**src/rtl/gps_pkg.sv**
```systemverilog
`timescale 1ns / 1ps

package gps_pkg;

    localparam logic [1:0] FUNC_GRID_WRITE    = 2'd0;
    localparam logic [1:0] FUNC_PATTERN_WRITE = 2'd1;
    localparam logic [1:0] FUNC_SEARCH        = 2'd2;

    localparam logic [1:0] REG_GRID_ROWS    = 2'd0;
    localparam logic [1:0] REG_GRID_COLS    = 2'd1;
    localparam logic [1:0] REG_PATTERN_ROWS = 2'd2;
    localparam logic [1:0] REG_PATTERN_COLS = 2'd3;

    localparam logic [6:0] GRID_ROWS_RESET    = 7'd64;
    localparam logic [6:0] GRID_COLS_RESET    = 7'd64;
    localparam logic [4:0] PATTERN_ROWS_RESET = 5'd16;
    localparam logic [4:0] PATTERN_COLS_RESET = 5'd16;

    typedef struct packed {
        logic [6:0] grid_rows;
        logic [6:0] grid_cols;
        logic [4:0] pattern_rows;
        logic [4:0] pattern_cols;
    } cfg_t;

    typedef struct packed {
        logic busy;
        logic done;
        logic found;
    } srch_stat_t;

endpackage

```
**src/rtl/gps_cfg.sv**
```systemverilog
`timescale 1ns / 1ps

module gps_cfg (
    input  logic             clk,
    input  logic             rst_n,
    input  logic             psel,
    input  logic             penable,
    input  logic             pwrite,
    input  logic [3:0]       paddr,
    input  logic [31:0]      pwdata,
    output logic [31:0]      prdata,
    output logic             pready,
    output gps_pkg::cfg_t    cfg
);

    gps_pkg::cfg_t cfg_reg;
    gps_pkg::cfg_t cfg_next;
    logic          wr_en;

    assign wr_en  = psel && penable && pwrite;
    assign pready = 1'b1;

    always_comb
    begin
        cfg_next = cfg_reg;
        if (wr_en)
        begin
            case (paddr[3:2])
                gps_pkg::REG_GRID_ROWS:    cfg_next.grid_rows    = pwdata[6:0];
                gps_pkg::REG_GRID_COLS:    cfg_next.grid_cols    = pwdata[6:0];
                gps_pkg::REG_PATTERN_ROWS: cfg_next.pattern_rows = pwdata[4:0];
                gps_pkg::REG_PATTERN_COLS: cfg_next.pattern_cols = pwdata[4:0];
                default:                   cfg_next = cfg_reg;
            endcase
        end
    end

    always_ff @(posedge clk or negedge rst_n)
    begin
        if (!rst_n)
        begin
            cfg_reg.grid_rows    <= gps_pkg::GRID_ROWS_RESET;
            cfg_reg.grid_cols    <= gps_pkg::GRID_COLS_RESET;
            cfg_reg.pattern_rows <= gps_pkg::PATTERN_ROWS_RESET;
            cfg_reg.pattern_cols <= gps_pkg::PATTERN_COLS_RESET;
        end
        else
        begin
            cfg_reg <= cfg_next;
        end
    end

    always_comb
    begin
        case (paddr[3:2])
            gps_pkg::REG_GRID_ROWS:    prdata = {25'd0, cfg_reg.grid_rows};
            gps_pkg::REG_GRID_COLS:    prdata = {25'd0, cfg_reg.grid_cols};
            gps_pkg::REG_PATTERN_ROWS: prdata = {27'd0, cfg_reg.pattern_rows};
            gps_pkg::REG_PATTERN_COLS: prdata = {27'd0, cfg_reg.pattern_cols};
            default:                   prdata = 32'd0;
        endcase
    end

    assign cfg = cfg_reg;

endmodule

```
**config.mk**
```make
export PLATFORM = sky130hd
export DESIGN_NAME = gps_cfg
export DESIGN_NICKNAME = d
export VERILOG_FILES = /design/src/rtl/gps_pkg.sv /design/src/rtl/gps_cfg.sv
export SDC_FILE = /design/constraint.sdc
export NUM_CORES = 1
export LEC_CHECK = 0
export BUFFER_PORTS_ARGS = -buffer_cell sky130_fd_sc_hd__buf_2
export CAP_MARGIN = 20
export CORE_MARGIN = 1.5
export CORE_UTILIZATION = 40
export CTS_BUF_LIST = sky130_fd_sc_hd__clkbuf_8 sky130_fd_sc_hd__clkbuf_16
export DETAILED_ROUTE_END_ITERATION = 12
export MAX_ROUTING_LAYER = met4
export PLACE_DENSITY = 0.89
export SKIP_CTS_REPAIR_TIMING = 1
export SLEW_MARGIN = 20
export SYNTH_ARGS = -nofsm -noshare
export SYNTH_HDL_FRONTEND = slang
export SYNTH_SLANG_ARGS = --single-unit
export TNS_END_PERCENT = 5
```
**constraint.sdc**
```tcl
create_clock -name clk -period 3.9 [get_ports clk]
set_clock_uncertainty 0.15 [all_clocks]
set_input_delay 0.78 -clock clk [delete_from_list [all_inputs] [get_ports clk]]
set_output_delay 0.78 -clock clk [all_outputs]
set_load 0.005 [all_outputs]
```
==> results.sh, run 1 <==
export IMPL_status="completed"
export IMPL_p_leak_nw=0.762
export IMPL_wl_per_cell_um=13.3
export IMPL_seqPwrFrac=0.494
export IMPL_synth_most_common_cell="buf_4"
export IMPL_synth_top_cells_by_count="buf_4, mux2_2, dfrtp_1, mux4_2, dfstp_2"
export IMPL_r2r_slack_ns=2.97
export IMPL_synth_area_leaders="dfrtp_1, mux2_2, buf_4, mux4_2, dfstp_2"
export IMPL_powerDensity_nw_per_um2=478
export IMPL_setup_viol=0
export IMPL_fmax_mhz=369
export IMPL_synthCells=93
export IMPL_fillers=305
export IMPL_synthFlopType="dfrtp_1"
export IMPL_coreArea_sq_um=3050
export IMPL_numPortBuffers=44
export IMPL_reg2reg_to="cfg[3]"
export IMPL_first_pass_iters=2
export IMPL_async_reset_ff_frac=1.00
export IMPL_hpwl_mm=1.77
export IMPL_grt_pass1_wl_mm=3.68
export IMPL_tightest_slew_ns=0.539
export IMPL_tns_ns=0
export IMPL_syn_mean_instance_area_sq_um=13.9
export IMPL_fin_crit_ns=2.71
export IMPL_start_kind="input pin"
export IMPL_grt_util_all_layers=0.143
export IMPL_grt_pass1_vias=727
export IMPL_antenna_left=0
export IMPL_diodes=0
export IMPL_hold_violations=0
export IMPL_endpoint="prdata[4]"
export IMPL_clk_insertion_delay_late_ns=0.26
export IMPL_regArea_sq_um=606
export IMPL_yosysTopAreaCellShare=0.386
export IMPL_comb_power_share=0.274
export IMPL_clk_pin_slew_ns=0.08
export IMPL_place_inst=176
export IMPL_cts_sinks=24
export IMPL_cts_root_buf="clkbuf_8"
export IMPL_ys_ff_latch=24
export IMPL_syn2layout_area_growth_pct=15.8
export IMPL_dieArea_sq_um=3590
export IMPL_via_count=788
export IMPL_numCtsBuffers=3
export IMPL_slew_headroom=0.641
export IMPL_yosysWarnings=0
export IMPL_drv_cap=0
export IMPL_reg2regPathDepth=1
export IMPL_drive_gt1_frac=0.625
export IMPL_viasPerCell=4.38
export IMPL_ir_drop_v=0.000240
export IMPL_start_util=0.424
export IMPL_final_cells=180
export IMPL_final_nets=178
export IMPL_rows=20
export IMPL_multi_input_area_sq_um=564
export IMPL_hold_path_class="input pin to asynchronous set/reset pin"
export IMPL_utilization=0.491
export IMPL_power_switching_mw=0.192
export IMPL_worst_path_max_fanout=11
export IMPL_dieWidth_um=59.9
export IMPL_largest_register_ffs=24
export IMPL_startpoint="paddr[2]"
export IMPL_post_route_period_util=0.695
export IMPL_ys_seq_area_frac=0.468
export IMPL_die_h_um=59.9
export IMPL_arrival_ns=1.78
export IMPL_antenna_found_initial=0
export IMPL_critPathRequiredTime_ns=2.97
export IMPL_swShare=0.268
export IMPL_yosys_area_top_type="dfrtp_1"
export IMPL_postRouteWirelength_mm=2.39
export IMPL_gr_total_overflow=0
export IMPL_clockBufferDepth=2
export IMPL_place_congestion=0.638
export IMPL_drtIter0Drc=10
export IMPL_cts_tree="yes"
export IMPL_slew_violations=0
export IMPL_synth_cell_types=14
export IMPL_crit_path_end_kind="output port"
export IMPL_grt_max_degree=25
export IMPL_r2r_start="cfg[3]"
export IMPL_drc=0
export IMPL_worst_setup_path_type="input pin to output port"
export IMPL_p_int_mw=0.525
export IMPL_syn_area_sq_um=1290
export IMPL_synth_edff_count=0
export IMPL_power_frac_clock=0.232
export IMPL_h_tree_depth=1
export IMPL_rsz0062_at_grt="no"
export IMPL_io_pins=98
==> cells by family (layout without fill, tap and decap cells) <==
group,Yosys count,after routing,share of synthesized area
multiplexers,31,31,0.311
flip-flops,24,24,0.468
buffers and inverters,29,48,0.166
other,2,26,0.00580
AND/OR/NAND/NOR,7,7,0.0493
==> worst max-delay path, cell delays in order <==
cell	delay (ns)
buf_2	0.30
mux4_2	0.55
buf_2	0.14
==> per-stage QoR <==
step / hold slack, ns / cell area (sq um) / power [mW] / setup slack (ns)
after CTS: 0.357 / 1500 / 0.728 / 1.17
after floorplan: 0.334 / 1390 / 0.475 / 1.49
final: 0.340 / 1500 / 0.717 / 1.19
after global routing: 0.371 / 1500 / 0.769 / 1.14
after global placement: 0.356 / 1450 / 0.548 / 1.17
after detailed placement: 0.365 / 1450 / 0.558 / 1.16
==> layout by cell type, fill, tap and decap left out <==
master    count
and3_4        1
and3b_2       1
buf_2        44
clkbuf_8      4
conb_1       26
dfrtp_1      20
dfstp_2       4
mux2_2       24
mux2i_1       2
mux4_2        5
nand3_1       1
nand3b_2      1
nor2_1        2
nor3b_4       1
==> power groups by stage <==
stage	Sequential, mW	Clock, mW	Combinational [mW]
floorplan	0.360	0	0.116
global placement	0.353	0	0.195
detailed placement	0.359	0	0.199
CTS	0.355	0.173	0.200
global route	0.364	0.185	0.219
finish	0.354	0.166	0.196
==> area by class of cell <==
| class | count | share of cell area |
|---|---|---|
| clock buffers | 4 | 0.0367 |
| multi-input cells | 64 | 0.376 |
| flip-flops and latches | 24 | 0.404 |
| well taps | 44 | 0.0367 |
| repair buffers | 44 | 0.147 |
==> worst min path at each step <==
stage | from | to | slack (ns)
6_report | rst_n | cfg[3] | 0.34
5_1_grt | rst_n | cfg[13] | 0.37
4_1_cts | rst_n | cfg[3] | 0.36
3_5_place_dp | cfg[1] | cfg[1] | 0.37
3_3_place_gp | cfg[1] | cfg[1] | 0.36
2_1_floorplan | rst_n | cfg[0] | 0.33
==> metal layers <==
| layer | global-route usage | part of all wire | vias up | routed length [um] |
|---|---|---|---|---|
| li1 | - | - | 356 | - |
| met1 | 0.199 | 0.44 | 387 | 1050 |
| met2 | 0.230 | 0.49 | 45 | 1180 |
| met3 | 0.0260 | 0.069 | 0 | 166 |
| met4 | 0.00952 | 0 | 0 | 0 |
| met5 | - | 0 | - | 0 |
No activity file was read; power rests on OpenSTA's default activity.
==> run 2, diff against run 1 <==
Settings changed: ABC_AREA from default to 1, CORE_UTILIZATION 40 to 36, PLACE_DENSITY 0.89 to 0.84.
Clock period 3.9 ns to 2.3 ns, I/O delays scaled along.
==> run 2 against run 1 <==
Compared with the run above: the run now ends with negative hold slack left; clock power rose by 71%; register-to-register slack worse by 1.5 ns; routed wire length rose by 30%; synthesized cell count increased by 92%; total power increased by 62%; sequential power rose by 67%; die area increased by 15%; clock-buffer cell count stayed put; via count grew 57%; sequential cell count did not move; core utilization fell by 6.0 points; non-clock buffer count unchanged; critical path type unchanged; critical endpoint is now prdata[3].
==> results.sh, run 2 <==
export IMPL_status="complete, but fails checks"
export IMPL_violations="negative hold slack"
export IMPL_syn2layout_area_growth_pct=16.3
export IMPL_postRouteWirelength_mm=3.10
export IMPL_synth_most_common_cell="nand2_1"
export IMPL_cts_tree="yes"
export IMPL_final_cell_mix="nand2_1, buf_2, conb_1"
export IMPL_final_cells=271
export IMPL_cts_sinks=24
export IMPL_syn_area_sq_um=1350
export IMPL_io_pins=98
export IMPL_worst_path_max_fanout=14
export IMPL_yosysWarnings=0
export IMPL_grt_max_degree=25
export IMPL_synthMuxAreaShare=0
export IMPL_tns_ns=0
export IMPL_grt_pass1_wl_mm=4.94
export IMPL_drv_cap=0
export IMPL_synth_cell_types=13
export IMPL_critPathRequiredTime_ns=1.69
export IMPL_synth_compound_area_frac=0
export IMPL_h_tree_depth=1
export IMPL_coreArea_sq_um=3630
export IMPL_fin_crit_ns=1.83
export IMPL_synthAdderAreaFrac=0
export IMPL_rsz0062_at_grt="no"
export IMPL_ys_seq_area_frac=0.449
export IMPL_viasPerCell=4.56
export IMPL_start_kind="input pin"
export IMPL_hold_violations=7
export IMPL_post_route_period_util=0.796
export IMPL_cts_root_buf="clkbuf_8"
export IMPL_dieArea_sq_um=4120
export IMPL_use_met3=0.0194
export IMPL_worst_setup_path_type="input pin to output port"
export IMPL_final_area_sq_um=1570
export IMPL_drc=0
export IMPL_grt_util_all_layers=0.162
export IMPL_grt_pass1_vias=1099
export IMPL_synth_top_cells_by_count="nand2_1, buf_4, dfrtp_1, nand3_1"
export IMPL_yosys_area_share_simple=0.376
export IMPL_synth_area_leaders="dfrtp_1, nand2_1, buf_4, dfstp_2, nand3_1"
export IMPL_grt_util_met2=0.253
export IMPL_hpwl_mm=2.43
export IMPL_p_leak_nw=0.921
export IMPL_final_common_cell="nand2_1"
export IMPL_synthFlopType="dfrtp_1"
export IMPL_numCtsBuffers=3
export IMPL_first_pass_iters=4
export IMPL_start_util=0.371
export IMPL_syn_mean_instance_area_sq_um=7.53
export IMPL_hold_worst_slack_ns=-0.00354
export IMPL_ys_ff_latch=24
export IMPL_arrival_ns=1.22
export IMPL_drtIter0Drc=29
export IMPL_final_nets=265
export IMPL_postLayoutSetupSlackWorst_ns=0.469
export IMPL_synth_top_family_by_area="simple AND/OR/NAND/NOR gates"
export IMPL_regArea_sq_um=606
export IMPL_place_inst=267
export IMPL_die_h_um=64.2
export IMPL_powerDensity_nw_per_um2=742
export IMPL_synthCells=179
export IMPL_wl_per_cell_um=11.5
export IMPL_via_count=1236
export IMPL_setup_viol=0
export IMPL_async_reset_ff_frac=1.00
export IMPL_clk_insertion_delay_late_ns=0.27
export IMPL_place_congestion=0.871
export IMPL_diodes=0
export IMPL_rows=22
export IMPL_fmax_mhz=546
export IMPL_yosys_area_top_type="dfrtp_1"
export IMPL_power_mw=1.16
export IMPL_antenna_found_initial=0
export IMPL_gr_total_overflow=0
export IMPL_largest_register_ffs=24
export IMPL_synth_edff_count=0
export IMPL_top_usage_layer="met2"
export IMPL_ir_drop_v=0.000493
export IMPL_hold_path_class="input pin to asynchronous set/reset pin"
export IMPL_clk_pin_slew_ns=0.08
export IMPL_multi_input_area_sq_um=604
export IMPL_antenna_left=0
export IMPL_synthXorXnorAreaFrac=0
export IMPL_place_area_sq_um=1510
export IMPL_grtUsageMet1=0.194
export IMPL_dieWidth_um=64.2
export IMPL_drive_gt1_frac=0.287
export IMPL_dpl_worst_slack_ns=0.507
export IMPL_yosysTopAreaCellShare=0.371
export IMPL_clockBufferDepth=2
export IMPL_fillers=377
export IMPL_crit_path_end_kind="output port"
export IMPL_slew_violations=0
export IMPL_numPortBuffers=44
## run 2: final cells by class
cell class	count	share of cell area
inverters	6	0.0144
flip-flops and latches	24	0.386
clock buffers	4	0.0351
multi-input cells	145	0.385
well taps	48	0.0383
repair buffers	44	0.140
## run 2: critical path, stage by stage
cell and delay, ns:
buf_2 0.26, inv_2 0.12, nand3_1 0.11, nand4_1 0.12, buf_2 0.15
## run 2: final timing paths
path	from	slack (ns)	depth (start not counted)	end
max in group asynchronous	rst_n	1.64	1	cfg[9]
min in group clk	pwdata[6]	0.25	3	cfg[23]
setup / recovery	paddr[2]	0.47	5	prdata[3]
setup reg to reg	cfg[4]	1.43	2	cfg[4]
hold / removal	rst_n	-0.004	1	cfg[6]
hold reg to reg	cfg[23]	0.32	2	cfg[23]
## run 2: report_power, final
part	switching [mW]	leakage [nW]	internal, mW	total (mW)
Combinational	0.160	0.597	0.128	0.288
Sequential	0.0732	0.296	0.519	0.592
Clock	0.131	0.0288	0.153	0.284
## run 2: logic make-up (layout without fill, tap and decap cells)
group,after synthesis,count (layout)
buffers and inverters,34,54
DFF,24,24
other,2,26
and+or+nand+nor,119,119
## run 2: through the flow
stage / hold WS [ns] / utilization
4_1_cts: 0.0150 / 0.431
6_report: -0.00354 / 0.431
2_1_floorplan: 0.0144 / -
3_3_place_gp: 0.301 / 0.416
3_5_place_dp: 0.307 / 0.416
5_1_grt: 0.0358 / 0.431
## run 2: per-layer routing
| layer | share of wire | wire length, um | up-vias |
|---|---|---|---|
| li1 | - | - | 600 |
| met1 | 0.42 | 1290 | 559 |
| met2 | 0.48 | 1480 | 63 |
| met3 | 0.063 | 195 | 14 |
| met4 | 0.045 | 140 | 0 |
| met5 | 0 | 0 | - |
