### src/rtl/gps_pkg.sv
`timescale 1ns / 1ps

package gps_pkg;

    localparam logic [1:0] FUNC_GRID_WRITE    = 2'd0;
    localparam logic [1:0] FUNC_PATTERN_WRITE = 2'd1;
    localparam logic [1:0] FUNC_SEARCH        = 2'd2;

    localparam logic [1:0] REG_GRID_ROWS    = 2'd0;
    localparam logic [1:0] REG_GRID_COLS    = 2'd1;
    localparam logic [1:0] REG_PATTERN_ROWS = 2'd2;
    localparam logic [1:0] REG_PATTERN_COLS = 2'd3;

    localparam logic [6:0] GRID_ROWS_RESET    = 7'd64;
    localparam logic [6:0] GRID_COLS_RESET    = 7'd64;
    localparam logic [4:0] PATTERN_ROWS_RESET = 5'd16;
    localparam logic [4:0] PATTERN_COLS_RESET = 5'd16;

    typedef struct packed {
        logic [6:0] grid_rows;
        logic [6:0] grid_cols;
        logic [4:0] pattern_rows;
        logic [4:0] pattern_cols;
    } cfg_t;

    typedef struct packed {
        logic busy;
        logic done;
        logic found;
    } srch_stat_t;

endpackage

### src/rtl/gps_search.sv
`timescale 1ns / 1ps

module gps_search #(
    parameter int MAX_GRID_ROWS = 64,
    parameter int MAX_GRID_COLS = 64,
    parameter int MAX_PAT_ROWS  = 16,
    parameter int MAX_PAT_COLS  = 16,
    localparam int GDEPTH = MAX_GRID_ROWS * MAX_GRID_COLS,
    localparam int PDEPTH = MAX_PAT_ROWS * MAX_PAT_COLS,
    localparam int GAW    = (GDEPTH > 1) ? $clog2(GDEPTH) : 1,
    localparam int PAW    = (PDEPTH > 1) ? $clog2(PDEPTH) : 1
) (
    input  logic                  clk,
    input  logic                  rst_n,
    input  logic                  start,
    input  gps_pkg::cfg_t         cfg,
    input  logic                  out_free,
    input  logic [7:0]            g_rdata,
    input  logic [7:0]            p_rdata,
    output logic [GAW-1:0]        g_raddr,
    output logic [PAW-1:0]        p_raddr,
    output gps_pkg::srch_stat_t   stat
);

    localparam int GR_LIM = (MAX_GRID_ROWS < 127) ? MAX_GRID_ROWS : 127;
    localparam int GC_LIM = (MAX_GRID_COLS < 127) ? MAX_GRID_COLS : 127;
    localparam int PR_LIM = (MAX_PAT_ROWS < 31) ? MAX_PAT_ROWS : 31;
    localparam int PC_LIM = (MAX_PAT_COLS < 31) ? MAX_PAT_COLS : 31;
    localparam int GR_W   = (GR_LIM > 1) ? $clog2(GR_LIM + 1) : 1;
    localparam int GC_W   = (GC_LIM > 1) ? $clog2(GC_LIM + 1) : 1;
    localparam int PR_W   = (PR_LIM > 1) ? $clog2(PR_LIM + 1) : 1;
    localparam int PC_W   = (PC_LIM > 1) ? $clog2(PC_LIM + 1) : 1;

    typedef enum logic [2:0] {
        S_IDLE,
        S_SETUP,
        S_READ,
        S_CMP,
        S_DONE
    } state_t;

    state_t          state_reg, state_next;
    logic            found_reg, found_next;
    logic [GR_W-1:0] r_reg, r_next;
    logic [GC_W-1:0] c_reg, c_next;
    logic [PR_W-1:0] i_reg, i_next;
    logic [PC_W-1:0] j_reg, j_next;
    logic [GAW-1:0]  rbase_reg, rbase_next;
    logic [GAW-1:0]  gbase_reg, gbase_next;
    logic [GAW-1:0]  gline_reg, gline_next;
    logic [GAW-1:0]  gaddr_reg, gaddr_next;
    logic [PAW-1:0]  pline_reg, pline_next;
    logic [PAW-1:0]  paddr_reg, paddr_next;

    logic [GR_W-1:0] gr;
    logic [GC_W-1:0] gc;
    logic [PR_W-1:0] pr;
    logic [PC_W-1:0] pc;
    logic [GR_W-1:0] rlim;
    logic [GC_W-1:0] clim;

    // Dimensions above the storage limits saturate to those limits.
    assign gr = (int'(cfg.grid_rows) > MAX_GRID_ROWS) ? GR_W'(MAX_GRID_ROWS)
                                                      : GR_W'(cfg.grid_rows);
    assign gc = (int'(cfg.grid_cols) > MAX_GRID_COLS) ? GC_W'(MAX_GRID_COLS)
                                                      : GC_W'(cfg.grid_cols);
    assign pr = (int'(cfg.pattern_rows) > MAX_PAT_ROWS) ? PR_W'(MAX_PAT_ROWS)
                                                        : PR_W'(cfg.pattern_rows);
    assign pc = (int'(cfg.pattern_cols) > MAX_PAT_COLS) ? PC_W'(MAX_PAT_COLS)
                                                        : PC_W'(cfg.pattern_cols);
    assign rlim = GR_W'(int'(gr) - int'(pr));
    assign clim = GC_W'(int'(gc) - int'(pc));

    always_comb
    begin
        state_next = state_reg;
        found_next = found_reg;
        r_next     = r_reg;
        c_next     = c_reg;
        i_next     = i_reg;
        j_next     = j_reg;
        rbase_next = rbase_reg;
        gbase_next = gbase_reg;
        gline_next = gline_reg;
        gaddr_next = gaddr_reg;
        pline_next = pline_reg;
        paddr_next = paddr_reg;
        case (state_reg)
            S_IDLE:
            begin
                if (start)
                begin
                    state_next = S_SETUP;
                end
            end
            S_SETUP:
            begin
                if (gr == '0 || gc == '0 || pr == '0 || pc == '0 ||
                    int'(pr) > int'(gr) || int'(pc) > int'(gc))
                begin
                    found_next = 1'b0;
                    state_next = S_DONE;
                end
                else
                begin
                    r_next     = '0;
                    c_next     = '0;
                    i_next     = '0;
                    j_next     = '0;
                    rbase_next = '0;
                    gbase_next = '0;
                    gline_next = '0;
                    gaddr_next = '0;
                    pline_next = '0;
                    paddr_next = '0;
                    state_next = S_READ;
                end
            end
            S_READ:
            begin
                state_next = S_CMP;
            end
            S_CMP:
            begin
                state_next = S_READ;
                if (g_rdata == p_rdata)
                begin
                    if (int'(j_reg) + 1 == int'(pc))
                    begin
                        if (int'(i_reg) + 1 == int'(pr))
                        begin
                            found_next = 1'b1;
                            state_next = S_DONE;
                        end
                        else
                        begin
                            i_next     = i_reg + PR_W'(1);
                            j_next     = '0;
                            pline_next = pline_reg + PAW'(MAX_PAT_COLS);
                            paddr_next = pline_reg + PAW'(MAX_PAT_COLS);
                            gline_next = gline_reg + GAW'(MAX_GRID_COLS);
                            gaddr_next = gline_reg + GAW'(MAX_GRID_COLS);
                        end
                    end
                    else
                    begin
                        j_next     = j_reg + PC_W'(1);
                        gaddr_next = gaddr_reg + GAW'(1);
                        paddr_next = paddr_reg + PAW'(1);
                    end
                end
                else
                begin
                    i_next     = '0;
                    j_next     = '0;
                    pline_next = '0;
                    paddr_next = '0;
                    if (c_reg == clim)
                    begin
                        if (r_reg == rlim)
                        begin
                            found_next = 1'b0;
                            state_next = S_DONE;
                        end
                        else
                        begin
                            r_next     = r_reg + GR_W'(1);
                            c_next     = '0;
                            rbase_next = rbase_reg + GAW'(MAX_GRID_COLS);
                            gbase_next = rbase_reg + GAW'(MAX_GRID_COLS);
                            gline_next = rbase_reg + GAW'(MAX_GRID_COLS);
                            gaddr_next = rbase_reg + GAW'(MAX_GRID_COLS);
                        end
                    end
                    else
                    begin
                        c_next     = c_reg + GC_W'(1);
                        gbase_next = gbase_reg + GAW'(1);
                        gline_next = gbase_reg + GAW'(1);
                        gaddr_next = gbase_reg + GAW'(1);
                    end
                end
            end
            S_DONE:
            begin
                if (out_free)
                begin
                    state_next = S_IDLE;
                end
            end
            default:
            begin
                state_next = S_IDLE;
            end
        endcase
    end

    always_ff @(posedge clk or negedge rst_n)
    begin
        if (!rst_n)
        begin
            state_reg <= S_IDLE;
            found_reg <= 1'b0;
            r_reg     <= '0;
            c_reg     <= '0;
            i_reg     <= '0;
            j_reg     <= '0;
            rbase_reg <= '0;
            gbase_reg <= '0;
            gline_reg <= '0;
            gaddr_reg <= '0;
            pline_reg <= '0;
            paddr_reg <= '0;
        end
        else
        begin
            state_reg <= state_next;
            found_reg <= found_next;
            r_reg     <= r_next;
            c_reg     <= c_next;
            i_reg     <= i_next;
            j_reg     <= j_next;
            rbase_reg <= rbase_next;
            gbase_reg <= gbase_next;
            gline_reg <= gline_next;
            gaddr_reg <= gaddr_next;
            pline_reg <= pline_next;
            paddr_reg <= paddr_next;
        end
    end

    assign g_raddr    = gaddr_reg;
    assign p_raddr    = paddr_reg;
    assign stat.busy  = (state_reg != S_IDLE);
    assign stat.done  = (state_reg == S_DONE) && out_free;
    assign stat.found = found_reg;

endmodule

### config.mk
export PLATFORM = sky130hd
export DESIGN_NAME = gps_search
export DESIGN_NICKNAME = d
export VERILOG_FILES = /design/src/rtl/gps_pkg.sv /design/src/rtl/gps_search.sv
export SDC_FILE = /design/constraint.sdc
export NUM_CORES = 1
export LEC_CHECK = 0
export BUFFER_PORTS_ARGS = -buffer_cell sky130_fd_sc_hd__buf_2
export CAP_MARGIN = 15
export CORE_ASPECT_RATIO = 1.25
export CORE_MARGIN = 2
export CORE_UTILIZATION = 50
export CTS_CLUSTER_SIZE = 40
export DETAILED_ROUTE_END_ITERATION = 8
export GPL_ROUTABILITY_DRIVEN = 0
export HOLD_SLACK_MARGIN = 0.05
export PLACE_DENSITY = 0.73
export RECOVER_POWER = 50
export SYNTH_ARGS = -nofsm -noshare
export SYNTH_HDL_FRONTEND = slang
export SYNTH_SLANG_ARGS = --single-unit
### constraint.sdc
create_clock -name clk -period 2.5 [get_ports clk]
set_input_delay 0.25 -clock clk [delete_from_list [all_inputs] [get_ports clk]]
set_output_delay 0.25 -clock clk [all_outputs]
set_load 0.1 [all_outputs]
==> impl_metrics.env <==
export IMPL_status="finished, violations left"
export IMPL_violations="setup timing"
export IMPL_final_util_pct=72.3
export IMPL_first_pass_iters=5
export IMPL_viasPerCell=6.01
export IMPL_diodes=0
export IMPL_ys_seq_area_share_pct=34.6
export IMPL_postLayoutCellArea_sq_um=8390
export IMPL_finalSetupViolations=47
export IMPL_rrSetupSlack_ns=-0.10
export IMPL_insertion_delay_ns=0.34
export IMPL_root_buffer="clkbuf_16"
export IMPL_antenna_found_initial=0
export IMPL_fin_crit_ns=2.65
export IMPL_dpl_cell_area_sq_um=7270
export IMPL_grt_max_degree=46
export IMPL_synth_area_sq_um=5920
export IMPL_synthFlopType="dfrtp_1"
export IMPL_worst_pin_slew_ns=1.21
export IMPL_power_density_nw_per_um2=754
export IMPL_hp_class="primary input to flip-flop"
export IMPL_worst_hold_startpoint="start"
export IMPL_drtIter0Drc=388
export IMPL_slew_viol_final=0
export IMPL_timing_final_ws_setup_ns=-0.146
export IMPL_fillCellCount=813
export IMPL_met1_usage_pct=32.7
export IMPL_grt_usage_pct=28.1
export IMPL_cts_buffers=9
export IMPL_place_detailed_hpwl_um=12800
export IMPL_critPathSlowestCell="fa_2"
export IMPL_worstSetupPathType="primary input to flip-flop"
export IMPL_power_mw=6.33
export IMPL_r2r_cells=9
export IMPL_timing_critical_path_mode_cell="buf_6"
export IMPL_start_kind="primary input"
export IMPL_syn_to_final_growth_pct=41.7
export IMPL_clk_pin_slew_ns=0.06
export IMPL_dp_cells=1003
export IMPL_p_leak_nw=3.85
export IMPL_synthArstFlopShare_pct=100
export IMPL_busiest_layer="met2"
export IMPL_ys_ff_latch=82
export IMPL_start_util_pct=51.0
export IMPL_crit_path_max_incr_delay_ns=0.40
export IMPL_avgRoutedWirePerCell_um=18.7
export IMPL_io_pins=67
export IMPL_regArea_sq_um=2050
export IMPL_cts_tree="done"
export IMPL_instances_no_fill=1037
export IMPL_postSynthAreaPerCell_sq_um=8.46
export IMPL_finalHoldViolations=0
export IMPL_critPathArrivalTime_ns=2.92
export IMPL_num_vias=6237
export IMPL_crit_required_ns=2.77
export IMPL_clock_fmax_ghz=0.378
export IMPL_grt_pass1_wl_um=28700
export IMPL_multi_input_area_sq_um=4420
export IMPL_core_sq_um=11600
export IMPL_ys_warnings_count=0
export IMPL_die_w_um=101
export IMPL_dieArea_sq_um=12700
export IMPL_max_slew_margin_pct=19.3
export IMPL_critPathCaptureType="flip-flop"
export IMPL_grt_use_met2_pct=50.5
export IMPL_crit_reg2reg_launch="i_reg[0]"
export IMPL_min_period_over_period_pct=106
export IMPL_r2r_end="g_raddr[2]"
export IMPL_irDropWorstVdd_uv=655
export IMPL_clkSinkCount=82
export IMPL_clockBufferDepth=2
export IMPL_routed_wl_um=19400
export IMPL_hold_path_depth=3
export IMPL_die_h_um=126
export IMPL_antenna_left=0
export IMPL_drcViolationCount=0
export IMPL_path_cells="buf_8 > nand2b_4 > ha_4 > fa_2 > nand2b_4 > a21oi_4 > xnor2_2 > a2111oi_4 > buf_6 > nand4bb_4 > buf_6 > a21oi_4 > buf_6 > o21ai_1 > o21ai_1"
export IMPL_clock_skew_ns=0.00674
export IMPL_whs_ns=0.163
export IMPL_yosys_cell_types_count=71
export IMPL_nets=938
export IMPL_rsz0062_at_grt="yes"
export IMPL_cap_viol_max_count=0
export IMPL_port_buffers=66
export IMPL_hold_end="state_reg[0]"
export IMPL_syn_inst=700
export IMPL_overflow=0
export IMPL_rows=44
export IMPL_setup_worst_path_start="cfg[16]"
export IMPL_h_tree_depth=3
export IMPL_synth_edf_count=0
export IMPL_grt_pass1_vias=6065
export IMPL_met3_usage_pct=4.77
export IMPL_crit_fanout=7
export IMPL_final_layout_size_suffix_gt1_share_pct=38.2
export IMPL_synth_nets=766
==> worst max path at each step <==
stage,endpoint,slack (ns),depth (start not counted)
after floorplan,g_raddr[2],-0.43,11
after global placement,gbase_reg[1],-0.46,13
after detailed placement,g_raddr[7],-0.54,13
after CTS,g_raddr[2],-0.09,13
after global routing,gbase_reg[7],-0.20,15
final,gbase_reg[7],-0.15,15
==> worst max-delay path: cells and delay by family <==
kind | cells | cell delay [ns]
buf+inv | 4 | 0.67
compound gates | 5 | 0.85
fa+ha+maj | 2 | 0.56
xor+xnor | 1 | 0.10
simple gates | 3 | 0.47
==> area by class of cell <==
| type | count | share of cell area, % |
|---|---|---|
| Clock inverter | 2 | 0.164 |
| Timing Repair Buffer | 190 | 16.7 |
| Tap cell | 161 | 2.40 |
| Multi-Input combinational cell | 574 | 52.7 |
| Clock buffer | 13 | 2.98 |
| Sequential cell | 82 | 24.4 |
| Inverter | 15 | 0.671 |
==> cells in the final DEF, fill, tap and decap left out, types with 10 or more instances in the layout <==
cell type and instances:
o21ai_0 28, a21oi_1 26, nand3_1 30, a22o_1 10, dfrtp_1 82, xor2_1 30
o21ai_2 11, and3_1 17, buf_4 103, buf_2 61, buf_6 15, nand2_2 12
clkbuf_16 11, nand3_2 15, xnor2_1 33, nand2_1 54, o21ai_1 34, ha_1 11
nor2_1 53, nor2b_1 11, inv_1 14
==> cell families (layout without fill, tap and decap cells) <==
logic type | count (synthesis) | count (layout) | share of synthesized area (%)
flip-flops | 82 | 82 | 34.6
AO/OA/AOI/OAI | 180 | 180 | 19.5
AND/OR/NAND/NOR | 289 | 289 | 25.2
adder cells (fa/ha/maj) | 22 | 22 | 4.90
XOR/XNOR | 68 | 68 | 10.1
buffers and inverters | 44 | 220 | 3.00
multiplexers | 15 | 15 | 2.75
==> stage by stage <==
| stage | worst slack (ns) | TNS (ns) |
|---|---|---|
| final | -0.146 | -3.72 |
| after CTS | -0.0948 | -1.02 |
| after detailed placement | -0.539 | -28.23 |
| after global placement | -0.456 | -23.50 |
| after global routing | -0.204 | -7.16 |
| after floorplan | -0.427 | -13.31 |
==> synth_stat cells, types with 5 or more instances <==
master | number | area share, %
dfrtp_1 | 82 | 35
nand2_1 | 66 | 4.2
nor2_1 | 58 | 3.7
nand3_1 | 46 | 3.9
o21ai_1 | 39 | 3.3
xnor2_1 | 37 | 5.5
a21oi_1 | 35 | 3.0
o21ai_0 | 35 | 3.0
xor2_1 | 31 | 4.6
clkbuf_1 | 23 | 1.5
ha_1 | 20 | 4.2
and3_1 | 18 | 1.9
nor2b_1 | 17 | 1.8
inv_1 | 15 | 0.95
nand2b_1 | 15 | 1.6
a22o_1 | 10 | 1.5
nand4_1 | 9 | 0.95
nor3_1 | 9 | 0.76
mux2i_1 | 8 | 1.4
o22ai_1 | 7 | 0.74
or3_1 | 7 | 0.74
a31oi_1 | 6 | 0.63
and2_1 | 6 | 0.63
nor4_1 | 6 | 0.63
a211oi_1 | 5 | 0.63
a21o_1 | 5 | 0.63
==> where the power goes <==
group / leakage [nW] / switching [mW] / internal, mW
Clock: 0.130 / 0.539 / 0.696
Sequential: 1.13 / 0.283 / 1.55
Combinational: 2.60 / 1.99 / 1.27
==> repair_timing <==
action / 4_1_cts / 5_1_grt
endpoints found under the hold margin: 42 / 0
setup buffers: 3 / 11
hold buffers: 1 / 0
pin swaps: 21 / 31
cloned: 1 / 3
setup endpoints to repair: 69 / 73
resized for setup: 67 / 90
==> per-layer routing <==
metal  routed length (um)  share of wire (%)
met2                10100                 52
met1                 7470                 39
met5                    0                  0
met4                  812                4.2
met3                  959                5.0
No activity file was read; power rests on OpenSTA's default activity.
